<file path="src/rtl/tif_pkg.sv">
// Shared types, constants and helpers for the socket-table inode filter.
// No dependencies; imported by the core and its port checker.
package tif_pkg;

    localparam int BYTE_W     = 8;
    localparam int REG_W      = 16;
    localparam int CFG_IDX_W  = 8;
    localparam int OUT_CNT_W  = 16;
    localparam int M_TDATA_W  = 32;

    // Register indexes of the configuration port
    localparam logic [CFG_IDX_W-1:0] REG_LOCAL_PORT = 8'd0;
    localparam logic [CFG_IDX_W-1:0] REG_CAPACITY   = 8'd1;

    localparam logic [REG_W-1:0] LOCAL_PORT_RST = 16'd22;
    localparam logic [REG_W-1:0] CAPACITY_RST   = 16'd32764;

    localparam logic [BYTE_W-1:0] CH_ZERO  = 8'h30;  // '0'
    localparam logic [BYTE_W-1:0] CH_A     = 8'h41;  // 'A'
    localparam logic [BYTE_W-1:0] CH_SLASH = 8'h2F;  // '/'
    localparam logic [BYTE_W-1:0] CH_COLON = 8'h3A;  // ':'
    localparam logic [BYTE_W-1:0] CH_NL    = 8'h0A;  // '\n'
    localparam logic [BYTE_W-1:0] CH_SPACE = 8'h20;  // ' '
    localparam logic [BYTE_W-1:0] CH_HEX_A = 8'h37;  // 'A' - 10

    typedef enum logic [22:0] {
        PH_HDR  = 23'h000001,
        PH_COL1 = 23'h000002,
        PH_COL2 = 23'h000004,
        PH_P0   = 23'h000008,
        PH_P1   = 23'h000010,
        PH_P2   = 23'h000020,
        PH_P3   = 23'h000040,
        PH_PSP  = 23'h000080,
        PH_REM  = 23'h000100,
        PH_ST0  = 23'h000200,
        PH_ST1  = 23'h000400,
        PH_C3   = 23'h000800,
        PH_C4   = 23'h001000,
        PH_S1   = 23'h002000,
        PH_S2   = 23'h004000,
        PH_S3   = 23'h008000,
        PH_UID  = 23'h010000,
        PH_S4   = 23'h020000,
        PH_TMO  = 23'h040000,
        PH_INO0 = 23'h080000,
        PH_INO1 = 23'h100000,
        PH_WEOL = 23'h200000,
        PH_HALT = 23'h400000
    } phase_t;

    // Upper-case hex character for one nibble
    function automatic logic [BYTE_W-1:0] hex_char(input logic [3:0] nib);
        if (nib < 4'd10) begin
            return CH_ZERO + {4'd0, nib};
        end
        return CH_HEX_A + {4'd0, nib};
    endfunction

    // A failed test still looks at the byte: a newline starts the next row
    function automatic phase_t reject(input logic [BYTE_W-1:0] b);
        return (b == CH_NL) ? PH_COL1 : PH_WEOL;
    endfunction

endpackage

</file>
<file path="src/rtl/tcp_table_inode_filter_core.sv">
// Socket-table inode filter: byte-wide parser, budget counters, result register.
// Depends on tif_pkg.

// Takes a TCP socket table as text, one byte per beat, and returns the inode
// numbers of rows whose local port matches local_port and whose state is not
// listening, each followed by '/'. A beat is accepted in every cycle unless a
// result sits in the output register and the sink stalls; each byte is parsed
// in the cycle it is accepted and its result (if any) is shown on the next
// cycle, so throughput is one byte per clock unless the sink stalls. A result
// appears only for a copied character or for the last byte of a stream
// (s_tlast), which carries the running count and the truncated flag. The
// capacity register is loaded into the byte budget on the first byte of a
// stream; one byte per row is held back for the '/'. Once the budget runs out
// the parser halts until the end of the stream. Write configuration only
// while no stream is in flight.
module tcp_table_inode_filter_core #(
    parameter int COUNT_BITS = 16
) (
    input  logic                           aclk,
    input  logic                           aresetn,
    input  logic                           s_tvalid,
    output logic                           s_tready,
    input  logic [tif_pkg::BYTE_W-1:0]     s_tdata,   // [7:0] in_byte
    input  logic                           s_tlast,   // in_last
    output logic                           m_tvalid,
    input  logic                           m_tready,
    output logic [tif_pkg::M_TDATA_W-1:0]  m_tdata,   // [7:0] out_byte, [23:8] total_count,
                                                      // [24] truncated, [31:25] zero
    output logic                           m_tuser,   // byte_valid
    output logic                           m_tlast,   // stream_end
    input  logic                           cfg_wr_en,
    input  logic [tif_pkg::CFG_IDX_W-1:0]  cfg_index,
    input  logic [tif_pkg::REG_W-1:0]      cfg_wdata
);
    import tif_pkg::*;

    logic [REG_W-1:0]      local_port_reg;
    logic [REG_W-1:0]      capacity_reg;
    phase_t                phase_reg, phase_next;
    logic [COUNT_BITS-1:0] budget_reg, budget_next, budget_cur, cap_cnt;
    logic [COUNT_BITS-1:0] emitted_reg, emitted_next;
    logic                  started_reg;
    logic [COUNT_BITS+REG_W-1:0] cap_ext, emitted_ext;

    logic                  accept;
    logic                  emit;
    logic [BYTE_W-1:0]     ob;
    logic [BYTE_W-1:0]     b;
    logic                  budget_ge2;

    logic                  m_valid_reg;
    logic [BYTE_W-1:0]     out_byte_reg;
    logic                  byte_valid_reg;
    logic                  end_reg;
    logic [OUT_CNT_W-1:0]  count_reg;
    logic                  trunc_reg;

    assign b        = s_tdata;
    assign s_tready = !m_valid_reg || m_tready;
    assign accept   = s_tvalid && s_tready;

    assign cap_ext    = {{COUNT_BITS{1'b0}}, capacity_reg};
    assign cap_cnt    = cap_ext[COUNT_BITS-1:0];
    assign budget_cur = started_reg ? budget_reg : cap_cnt;
    assign budget_ge2 = (budget_cur[COUNT_BITS-1:1] != '0);

    always_comb begin
        phase_next  = phase_reg;
        budget_next = budget_cur;
        emit        = 1'b0;
        ob          = '0;
        case (phase_reg)
            PH_HDR:  if (b == CH_NL) phase_next = PH_COL1;
            PH_COL1: if (b == CH_COLON) phase_next = PH_COL2;
            PH_COL2: if (b == CH_COLON) phase_next = PH_P0;
            PH_P0:   phase_next = (b == hex_char(local_port_reg[15:12])) ? PH_P1 : reject(b);
            PH_P1:   phase_next = (b == hex_char(local_port_reg[11:8]))  ? PH_P2 : reject(b);
            PH_P2:   phase_next = (b == hex_char(local_port_reg[7:4]))   ? PH_P3 : reject(b);
            PH_P3:   phase_next = (b == hex_char(local_port_reg[3:0]))   ? PH_PSP : reject(b);
            PH_PSP:  phase_next = (b == CH_SPACE) ? PH_REM : reject(b);
            PH_REM:  if (b == CH_SPACE) phase_next = PH_ST0;
            PH_ST0:  phase_next = (b == CH_ZERO) ? PH_ST1 : reject(b);
            PH_ST1:  phase_next = (b == CH_A) ? reject(b) : PH_C3;
            PH_C3:   if (b == CH_COLON) phase_next = PH_C4;
            PH_C4:   if (b == CH_COLON) phase_next = PH_S1;
            PH_S1:   if (b == CH_SPACE) phase_next = PH_S2;
            PH_S2:   if (b == CH_SPACE) phase_next = PH_S3;
            PH_S3:   if (b != CH_SPACE) phase_next = PH_UID;
            PH_UID:  if (b == CH_SPACE) phase_next = PH_S4;
            PH_S4:   if (b != CH_SPACE) phase_next = PH_TMO;
            PH_TMO:  if (b == CH_SPACE) phase_next = PH_INO0;
            PH_INO0: begin
                if (b == CH_ZERO) begin
                    phase_next = PH_WEOL;
                end else if (!budget_ge2) begin
                    // nothing left for a digit plus the reserved '/'
                    phase_next = PH_HALT;
                end else begin
                    emit        = 1'b1;
                    ob          = b;
                    budget_next = budget_cur - COUNT_BITS'(2);
                    phase_next  = PH_INO1;
                end
            end
            PH_INO1: begin
                if (b == CH_SPACE) begin
                    emit       = 1'b1;
                    ob         = CH_SLASH;
                    phase_next = PH_WEOL;
                end else if (budget_cur == '0) begin
                    phase_next = PH_HALT;
                end else begin
                    emit        = 1'b1;
                    ob          = b;
                    budget_next = budget_cur - COUNT_BITS'(1);
                end
            end
            PH_WEOL: if (b == CH_NL) phase_next = PH_COL1;
            default: phase_next = PH_HALT;
        endcase
    end

    assign emitted_next = emitted_reg + COUNT_BITS'(emit);
    assign emitted_ext  = {{REG_W{1'b0}}, emitted_next};

    // Configuration registers
    always_ff @(posedge aclk) begin
        if (!aresetn) begin
            local_port_reg <= LOCAL_PORT_RST;
            capacity_reg   <= CAPACITY_RST;
        end else if (cfg_wr_en) begin
            if (cfg_index == REG_LOCAL_PORT) begin
                local_port_reg <= cfg_wdata;
            end else if (cfg_index == REG_CAPACITY) begin
                capacity_reg <= cfg_wdata;
            end
        end
    end

    // Parser state; the last byte returns everything to the stream start
    always_ff @(posedge aclk) begin
        if (!aresetn) begin
            phase_reg   <= PH_HDR;
            budget_reg  <= '0;
            emitted_reg <= '0;
            started_reg <= 1'b0;
        end else if (accept) begin
            if (s_tlast) begin
                phase_reg   <= PH_HDR;
                emitted_reg <= '0;
                started_reg <= 1'b0;
            end else begin
                phase_reg   <= phase_next;
                emitted_reg <= emitted_next;
                started_reg <= 1'b1;
            end
            budget_reg <= budget_next;
        end
    end

    // Result register: load on a beat that emits or ends the stream
    always_ff @(posedge aclk) begin
        if (!aresetn) begin
            m_valid_reg <= 1'b0;
        end else if (accept && (emit || s_tlast)) begin
            m_valid_reg <= 1'b1;
        end else if (m_tready) begin
            m_valid_reg <= 1'b0;
        end
    end

    always_ff @(posedge aclk) begin
        if (accept && (emit || s_tlast)) begin
            out_byte_reg   <= ob;
            byte_valid_reg <= emit;
            end_reg        <= s_tlast;
            count_reg      <= emitted_ext[OUT_CNT_W-1:0];
            trunc_reg      <= (phase_next == PH_HALT);
        end
    end

    assign m_tvalid = m_valid_reg;
    assign m_tdata  = {7'd0, trunc_reg, count_reg, out_byte_reg};
    assign m_tuser  = byte_valid_reg;
    assign m_tlast  = end_reg;

endmodule

</file>
<file path="config.mk">
export PLATFORM = sky130hd
export DESIGN_NAME = tcp_table_inode_filter_core
export DESIGN_NICKNAME = d
export VERILOG_FILES = /design/src/rtl/tif_pkg.sv /design/src/rtl/tcp_table_inode_filter_core.sv
export SDC_FILE = /design/constraint.sdc
export NUM_CORES = 1
export LEC_CHECK = 0
export ABC_CLOCK_PERIOD_IN_PS = 4350
export BUFFER_PORTS_ARGS = -buffer_cell sky130_fd_sc_hd__buf_2
export CAP_MARGIN = 20
export CORE_MARGIN = 2
export CORE_UTILIZATION = 54
export CTS_CLUSTER_SIZE = 28
export DETAILED_ROUTE_END_ITERATION = 10
export PLACE_DENSITY = 0.74
export SYNTH_ARGS = -nofsm -noshare
export SYNTH_HDL_FRONTEND = slang
export SYNTH_SLANG_ARGS = --single-unit
</file>
<file path="constraint.sdc">
create_clock -name aclk -period 4.35 [get_ports aclk]
set_input_delay 0.87 -clock aclk [delete_from_list [all_inputs] [get_ports aclk]]
set_output_delay 0.87 -clock aclk [all_outputs]
set_load 0.01 [all_outputs]
</file>
# Word level (Yosys, flattened, before mapping)
# Index checks and enable logic that the tools add are counted.
# op_classes
eq_ne	34
n_reduce_logical	12
n_mul	0
n_bitwise	1
muxes	66
shift	0
div_mod_pow	0
magnitude_cmp	4
n_addsub	11
# op_table
op	n
$mux W23	23
$pmux W23 S21	1
$mux W8	16
$mux W16	6
$add A6 B4 Y7 const A	8
$mux W22	2
$eq A8 B8 Y1	4
$pmux W16 S2	1
$eq A8 B6 Y1 const B	3
$eq A23 B1 Y1 const B	1
$eq A23 B10 Y1 const B	1
$eq A23 B11 Y1 const B	1
$eq A23 B12 Y1 const B	1
$eq A23 B13 Y1 const B	1
$eq A23 B14 Y1 const B	1
$eq A23 B15 Y1 const B	1
$eq A23 B16 Y1 const B	1
$eq A23 B17 Y1 const B	1
$eq A23 B18 Y1 const B	1
$eq A23 B19 Y1 const B	1
$eq A23 B2 Y1 const B	1
$eq A23 B20 Y1 const B	1
$eq A23 B21 Y1 const B	1
$eq A23 B22 Y1 const B	1
other kinds (30)	49
# totals
wordCells	140
latch_bits	0
out_inout_bits	36
ram_bits	0
mem_bits_ro	0
register_bits	116
n_memories	0

# Depth between registers and ports, before layout
# Gate-level depths: netlist of run 1.
# depth
word_depth	9
mapped_depth	18
depth_no_buf	16

# Worst setup path before layout of run 1
# OpenSTA, ideal clock, no wires.
# synth_path
path_kind	input port to flip-flop
start	input s_tdata[0] (netlist bit)
end	register emitted_reg[14]
path_buffers	3
arrival_ns	4.098
slack_ns	0.124
cell_stages	16
t_required_ns	4.222
setup_time_ns	0.128
path_cell_list	clkbuf_1 -> nor3_1 -> and3_1 -> clkbuf_1 -> clkbuf_1 -> nand2_1 -> nand3_1 -> ha_1 -> ha_1 -> nand3_1 -> nor3_1 -> and3_1 -> nand3_1 -> xnor2_1 -> a22oi_1 -> nor2_1
# synth_between
elab_chain_cells	5
elab_cells_between_ends	7
classes_between	add/sub: 1; eq/ne: 2; mux: 4
# synth_rtl
element	line_no	source
start: declaration	tcp_table_inode_filter_core.sv:23	input logic [tif_pkg::BYTE_W-1:0] s_tdata,
$eq A8 B6 Y1 (on tied branches)	tcp_table_inode_filter_core.sv:106, tcp_table_inode_filter_core.sv:93	
$mux W1 (on tied branches)	tcp_table_inode_filter_core.sv:106, tcp_table_inode_filter_core.sv:93	
$pmux W1 S2 *	tcp_table_inode_filter_core.sv:72	case (phase_reg)
net emit	tcp_table_inode_filter_core.sv:46	logic emit;
$add A16 B1 Y16 *	tcp_table_inode_filter_core.sv:123	assign emitted_next = emitted_reg + COUNT_BITS'(emit);
net emitted_next[14]	tcp_table_inode_filter_core.sv:41	logic [COUNT_BITS-1:0] emitted_reg, emitted_next;
$mux W16 *	tcp_table_inode_filter_core.sv:148	if (s_tlast) begin
end signal: assignment	tcp_table_inode_filter_core.sv:154	emitted_reg <= emitted_next;
end: declaration	tcp_table_inode_filter_core.sv:41	
# Mark *: on every way through the listed nets, which the timed path passes. The rest lies on a longest branch.
# A chain may end at the register's enable or synchronous reset.

# Worst setup path in the final report of run 1
# layout_path
start	register phase_reg[12]
end	register emitted_reg[14]
# layout_between
elab_chain_cells	4
elab_cells_between_ends	5
classes_between	add/sub: 1; eq/ne: 2; mux: 2
# layout_rtl
element	line_no	source
start: declaration	tcp_table_inode_filter_core.sv:39	phase_t phase_reg, phase_next;
start signal: assignment	tcp_table_inode_filter_core.sv:153	phase_reg <= phase_next;
$eq A23 B21 Y1 or $eq A23 B20 Y1 (tied branches)	tcp_table_inode_filter_core.sv:72	
$pmux W1 S2 *	tcp_table_inode_filter_core.sv:72	
net emit	tcp_table_inode_filter_core.sv:46	
$add A16 B1 Y16 *	tcp_table_inode_filter_core.sv:123	
net emitted_next[14]	tcp_table_inode_filter_core.sv:41	
$mux W16 *	tcp_table_inode_filter_core.sv:148	
# Marked as above.

==> results of run 1 <==
[how the worst min path moves through the flow]
| stage | slack [ns] | to |
|---|---|---|
| floorplan | 0.43 | budget_reg[0]$_SDFFE_PN0P_ |
| global placement | 0.44 | budget_reg[0]$_SDFFE_PN0P_ |
| CTS | 0.46 | budget_reg[0]$_SDFFE_PN0P_ |
| finish | 0.46 | budget_reg[0]$_SDFFE_PN0P_ |
| global route | 0.50 | budget_reg[0]$_SDFFE_PN0P_ |
| detailed placement | 0.45 | budget_reg[0]$_SDFFE_PN0P_ |
[cell usage in the layout (no fill, tap or decap), types with 5 or more instances in the layout]
cell type,count
nand2_1,92
dfxtp_1,88
nor2_1,84
buf_2,66
a21oi_1,60
nand3_1,53
nor3_1,46
o21ai_0,39
buf_4,29
mux2i_1,28
edfxtp_1,27
or3_1,21
nor3b_1,18
nor4_1,18
nand4_1,18
inv_1,17
xnor2_1,17
a31oi_1,17
clkbuf_16,17
a22oi_1,14
nand2b_1,13
and3_1,12
or4_1,12
o211ai_1,12
and2_1,11
xor2_1,11
nor2b_1,9
o22ai_1,9
o21a_1,9
ha_1,9
o2111ai_1,7
conb_1,7
nor4b_1,6
nand4b_1,5
inv_6,5
[through the flow]
step	util, %	cell area (um2)	cells	setup WS [ns]
after floorplan	-	7630	957	0.124
after global placement	58.4	8080	1157	0.402
after detailed placement	58.4	8080	1157	0.306
after CTS	62.2	8600	1189	0.348
after global routing	62.2	8600	1189	0.0298
final	62.2	8600	1189	0.239
[per-layer routing]
layer	up-vias	GRT usage, %	part of all wire (%)	wire [um]
met2	361	47.3	45	10100
met1	3593	42.5	44	9840
met3	51	5.67	7.7	1720
met5	-	0	0	0
met4	0	10.9	2.8	622
li1	3637	-	-	-
[power by group through the flow]
stage / clock network (W) / logic, W / registers (W)
5_1_grt: 0.00133 / 0.000238 / 0.00115
3_5_place_dp: 0 / 0.000213 / 0.00117
4_1_cts: 0.00128 / 0.000213 / 0.00115
6_report: 0.00127 / 0.000217 / 0.00115
2_1_floorplan: 0 / 0.000143 / 0.00117
3_3_place_gp: 0 / 0.000212 / 0.00117
[critical path: cells and delay by family (launching register included)]
family                   cells  cell delay [ns]
AND/OR/NAND/NOR             10             2.83
XOR/XNOR                     1             0.15
AO/OA/AOI/OAI                1             0.14
flip-flops                   1             0.37
adder cells (fa/ha/maj)      2             0.49
[logic make-up after synthesis]
kind of cell | count (synthesis) | share of synthesized area, %
simple gates | 450 | 32.2
xor+xnor | 28 | 3.22
fa+ha+maj | 9 | 1.48
compound gates | 222 | 19.3
flops | 116 | 34.1
other cells | 1 | 0.0493
buf+inv | 93 | 5.33
mux | 32 | 4.32
[synth_stat cells (all sizes together) (5+ instances only)]
library cell	instances
or4	13
nor3	46
dfxtp	89
o22ai	9
o21ai	39
a22oi	14
nor3b	18
nor2	85
edfxtp	27
nor4	24
xnor2	17
buf	23
and2	11
o21a	9
o211ai	12
inv	18
xor2	11
a21oi	60
nand4	18
nand2	93
clkbuf	52
nor2b	10
and3	13
nand4b	5
ha	9
nor4b	6
or3	21
o2111ai	7
a31oi	17
mux2i	28
nand2b	13
nand3	53
[layout make-up]
class,instances,area share [%]
clock buffer,18,4.99
clock inverter,14,1.15
inverter,18,0.785
multi-input combinational,748,53.9
sequential,116,30.1
tap,180,2.62
timing repair buffer,95,6.37
==> results.md, run 1 <==
* RSZ-0062 raised after global routing: false
* Leakage power at 3.20 nW
* Crit Path Category: register to register
* Critical path peak fanout at 7
* Net Sw Frac at 26.6%
* Clock share of power at 48.1%
* Tcrit/Tclk final at 94.5%
* Final min period at 4.11 ns
* Max Fclk at 0.243 GHz
* Htree depth at 4
* Top cells by area, synth: dfxtp_1 (23%), edfxtp_1 (11%), nand2_1 (4.5%)
* Sequential share of power at 43.6%
* Detailed-router iteration count before antenna repair at 5
* Yosys reg bits at 116
* Hold Violations, Final at 0
* I/O pin count at 74
* Clock root cell: clkbuf_16
* Drt via density at 6.43
* Max_slew headroom at 29.8%
* Worst path cell trace: or4_1 > nor3_1 > nand3_1 > or3_1 > nand3_1 > ha_1 > ha_1 > nand3_1 > nor3_1 > and3_1 > nand3_1 > xnor2_1 > a22oi_1 > nor2_1
* Initial DRC count at 873
* Largest net degree at the start of global routing at 45
* Worst Setup EP: emitted_reg[14]$_SDFFE_PN0P_
* Comb pwr share at 8.2%
* Area of the multi-input gates at 0.00464 mm2
* Syn_area_per_cell at 8.00 um2
* Hold_sp: budget_reg[0]$_SDFFE_PN0P_
* Max-Cap Viols at 0
* Initial antenna violation count at 0
* N_diodes at 0
* Post-synthesis sequential area ratio at 34.1%
* Nets@finish at 1043
* Clock transition at path regs at 0.06 ns
* DIE AREA at 0.0151 mm2
* Cells after synthesis at 951
* Post-CTS sizing at 0
* WP data required at 4.65 ns
* Area delta synth->final at 13.0%
* Total power at 0.00264 W
* Number of global-route vias before repair at 6824
* Post-CTS Setup Bufs at 0
* Total GRT Usage at 30.6%
* WHS at 0.459 ns
* Row count at 43
* Fillers at 1229
* CTS tree: done
* Clock Skews at 0.00872 ns
* Slew Viols, Final at 0
* Synth warnings at 0
* Internal power at 0.00193 W
* Clock Path Buffers at 2
* HPWL after detailed placement at 16300 um
* Unique masters post-synth at 80
* First-pass GRT wire length at 35900 um
* Port buffer count at 66
* Post-Syn Area at 0.00761 mm2
* Pwr dens at 306 mW/mm2
* CP max-delay cell: or4_1
* P_sw at 0.000702 W
* CP Data Arrival Time at 4.41 ns
* R2R depth at 14
* Hold-fix buffers, CTS at 0
* CP startpoint kind: register
* Number of remaining DRC errors at 0
* Worst Max-Slew Pin Slew at 1.05 ns
* Post-route setup TNS at 0 ns
* Fraction of registers with async set/reset at 0%
* Synth top area share at 23.4%
* Crit-path max cell delay at 0.62 ns
* Critical R2R Launch: phase_reg[12]$_SDFFE_PN0P_
* Die Height at 123 um
* Core area at 0.0138 mm2
* Reg2Reg Capture Point: emitted_reg[14]$_SDFFE_PN0P_
* Clk Latency, worst-skew pair at 0.42 ns
* Status: complete, no violations
* Number of flops mapped to enable cells by yosys at 27
* Routed length per instance at 18.8 um
* Starting Density at 55.0%
* Final WL at 22300 um
* Remaining antenna violation count at 0
* VDD IR max at 0.000253 V
* Gpl congestion at 0.991
* Num CTS Buffers at 17
* CP Launch Point: phase_reg[12]$_SDFFE_PN0P_
* R2R setup slack at 0.24 ns
* Hold Path Class: register to register
* Endpoints failing setup at 0
* Share of layout cells above drive strength 1 at 15.2%
* Most used cell, CP: nand3_1
* Die width at 123 um
* Via count at 7642
* Largest register FFs at 23
* Worst hold path stage count at 2
* Crit end category: register
* Leading area contributor after synthesis: dfxtp_1
* Total global routing overflow at 0
* Main synth FF type: dfxtp_1
* CTS Sinks at 116
* Register area at 0.00259 mm2
No activity file was read; power rests on OpenSTA's default activity.
==> run 2: changes to the inputs <==
CORE_UTILIZATION = 50   (was 54)
PLACE_DENSITY = 0.69   (was 0.74)
==> run 2 against run 1 <==
- non-clock buffer count fell by 2
- hold slack got worse by 0.0099 ns
- die area rose by 7.7%
- via count fell by 1.4%
- first-iteration DRC count fell by 6.0%
- global-route usage fell by 3.1 points
- register-to-register slack improved by 0.14 ns
- critical path type unchanged
==> results.md, run 2 (synthesis gave the netlist of run 1 again) <==
* Status: complete, no violations
* Crit end category: register
* Most common cell after layout, fill and taps aside: nand2_1
* Area delta synth->final at 13.7%
* CTS Sinks at 116
* Number of global-route vias before repair at 6819
* Endpoints failing setup at 0
* Htree depth at 4
* Die Height at 127 um
* Pwr dens at 317 mW/mm2
* Clk Latency, worst-skew pair at 0.42 ns
* Sequential share of power at 41.7%
* RSZ-0062 raised after global routing: false
* Die width at 127 um
* Grt met1 use at 36.8%
* Post-DP Area at 0.00807 mm2
* Leakage power at 3.21 nW
* Clock Path Buffers at 2
* Post-route setup TNS at 0 ns
* VDD IR max at 0.000283 V
* CP startpoint kind: register
* Via count at 7537
* Critical path peak fanout at 8
* Max Fclk at 0.252 GHz
* Clock share of power at 50.2%
* Comb pwr share at 8.0%
* N_diodes at 0
* Crit-path max cell delay at 0.72 ns
* Routing usage on met3 at 6.24%
* Worst path cell trace: or4_1 > nor3_1 > nand3_1 > or3_1 > nand3_1 > ha_1 > ha_1 > nand3_1 > nor3_2 > and3_1 > nand3_1 > xnor2_1 > a22oi_1 > nor2_1
* Largest register FFs at 23
* Nets@finish at 1041
* Core area at 0.0150 mm2
* DIE AREA at 0.0162 mm2
* Clock Skews at 0.00957 ns
* Final WL at 22200 um
* Met2 Use GR at 42.5%
* Total power at 0.00275 W
* Routed length per instance at 18.6 um
* I/O pin count at 74
* Hold Violations, Final at 0
* Clock transition at path regs at 0.06 ns
* Most used cell, CP: nand3_1
* CP Data Arrival Time at 4.25 ns
* Crit Path Category: register to register
* Starting Density at 50.6%
* Final min period at 3.97 ns
* Drt via density at 6.31
* Clock root cell: clkbuf_16
* Slew Viols, Final at 0
* First-pass GRT wire length at 35300 um
* Initial antenna violation count at 0
* Initial DRC count at 821
* P_sw at 0.000705 W
* Hold Path Class: register to register
* Port buffer count at 66
* Total global routing overflow at 0
* Hold-fix buffers, CTS at 0
* HPWL after detailed placement at 15900 um
* Internal power at 0.00204 W
* Detailed-router iteration count before antenna repair at 5
* Row count at 45
* Design Area, Final at 0.00866 mm2
* Max-Cap Viols at 0
* Net Sw Frac at 25.7%
* Share of layout cells above drive strength 1 at 15.1%
* Most frequent cells in the layout: nand2_1 (92), dfxtp_1 (88), nor2_1 (84)
* CTS tree: done
* Number of remaining DRC errors at 0
* Fillers at 1377
* WP data required at 4.63 ns
* Num CTS Buffers at 17
* Grt peak-use layer: met2
* CP max-delay cell: or4_1
* Worst Max-Slew Pin Slew at 1.04 ns
* Total GRT Usage at 27.5%
* Remaining antenna violation count at 0
* Largest net degree at the start of global routing at 43
* Max_slew headroom at 30.6%
* Gpl congestion at 0.988
* Tcrit/Tclk final at 91.3%
==> run 2: cell count changes in the layout (fill, tap and decap cells not counted), sizes merged <==
cell / change
inv: -3
buf: -2
bufinv: +1
clkbuf: +1
clkinv: -1
clkinvlp: +1
==> run 2: area by class of cell <==
type	count	area, um2	share of cell area (%)
Clock buffer	19	464	5.36
Clock inverter	12	118	1.36
Multi-Input combinational cell	748	4650	53.7
Timing Repair Buffer	93	533	6.16
Tap cell	188	235	2.72
Inverter	18	67.6	0.780
Sequential cell	116	2590	30.0
==> run 2: critical path: cells and delay by family (launching register included) <==
kind | cells | cell delay, ns
simple gates | 10 | 2.66
fa+ha+maj | 2 | 0.48
xor+xnor | 1 | 0.15
compound gates | 1 | 0.14
flops | 1 | 0.38
==> run 2: path summary, 6_finish.rpt <==
check	from	to	slack [ns]	cells past startpoint
max	phase_reg[12]$_SDFFE_PN0P_	emitted_reg[14]$_SDFFE_PN0P_	0.38	14
min	budget_reg[0]$_SDFFE_PN0P_	budget_reg[0]$_SDFFE_PN0P_	0.45	2
max reg2reg	phase_reg[12]$_SDFFE_PN0P_	emitted_reg[14]$_SDFFE_PN0P_	0.38	14
min reg2reg	budget_reg[0]$_SDFFE_PN0P_	budget_reg[0]$_SDFFE_PN0P_	0.45	2
==> run 2: per-stage QoR <==
stage               utilization [%]  setup slack (ns)  hold WS, ns  instances
CTS                            57.6             0.296        0.454       1194
global placement               53.7             0.341        0.445       1163
floorplan                         -             0.124        0.432        957
detailed placement             53.7             0.257        0.447       1163
finish                         57.6             0.378        0.449       1194
global route                   57.6            0.0876        0.477       1194
==> run 2: power by group through the flow <==
stage	registers, W	clock network, W	logic, W
floorplan	0.00117	0	0.000143
global placement	0.00117	0	0.000215
detailed placement	0.00117	0	0.000217
CTS	0.00115	0.00139	0.000218
global route	0.00115	0.00145	0.000241
finish	0.00115	0.00138	0.000220
==> run 2: timing repair <==
action	4_1_cts	5_1_grt
buffers inserted	0	0
setup endpoints to repair	0	1
hold endpoints to repair	0	0
resized for setup	0	1
==> run 2: layer usage <==
layer	part of all wire (%)	vias to the layer above
met2	45	331
met1	45	3526
met5	0	-
met4	2.6	0
met3	7.2	43
li1	-	3637
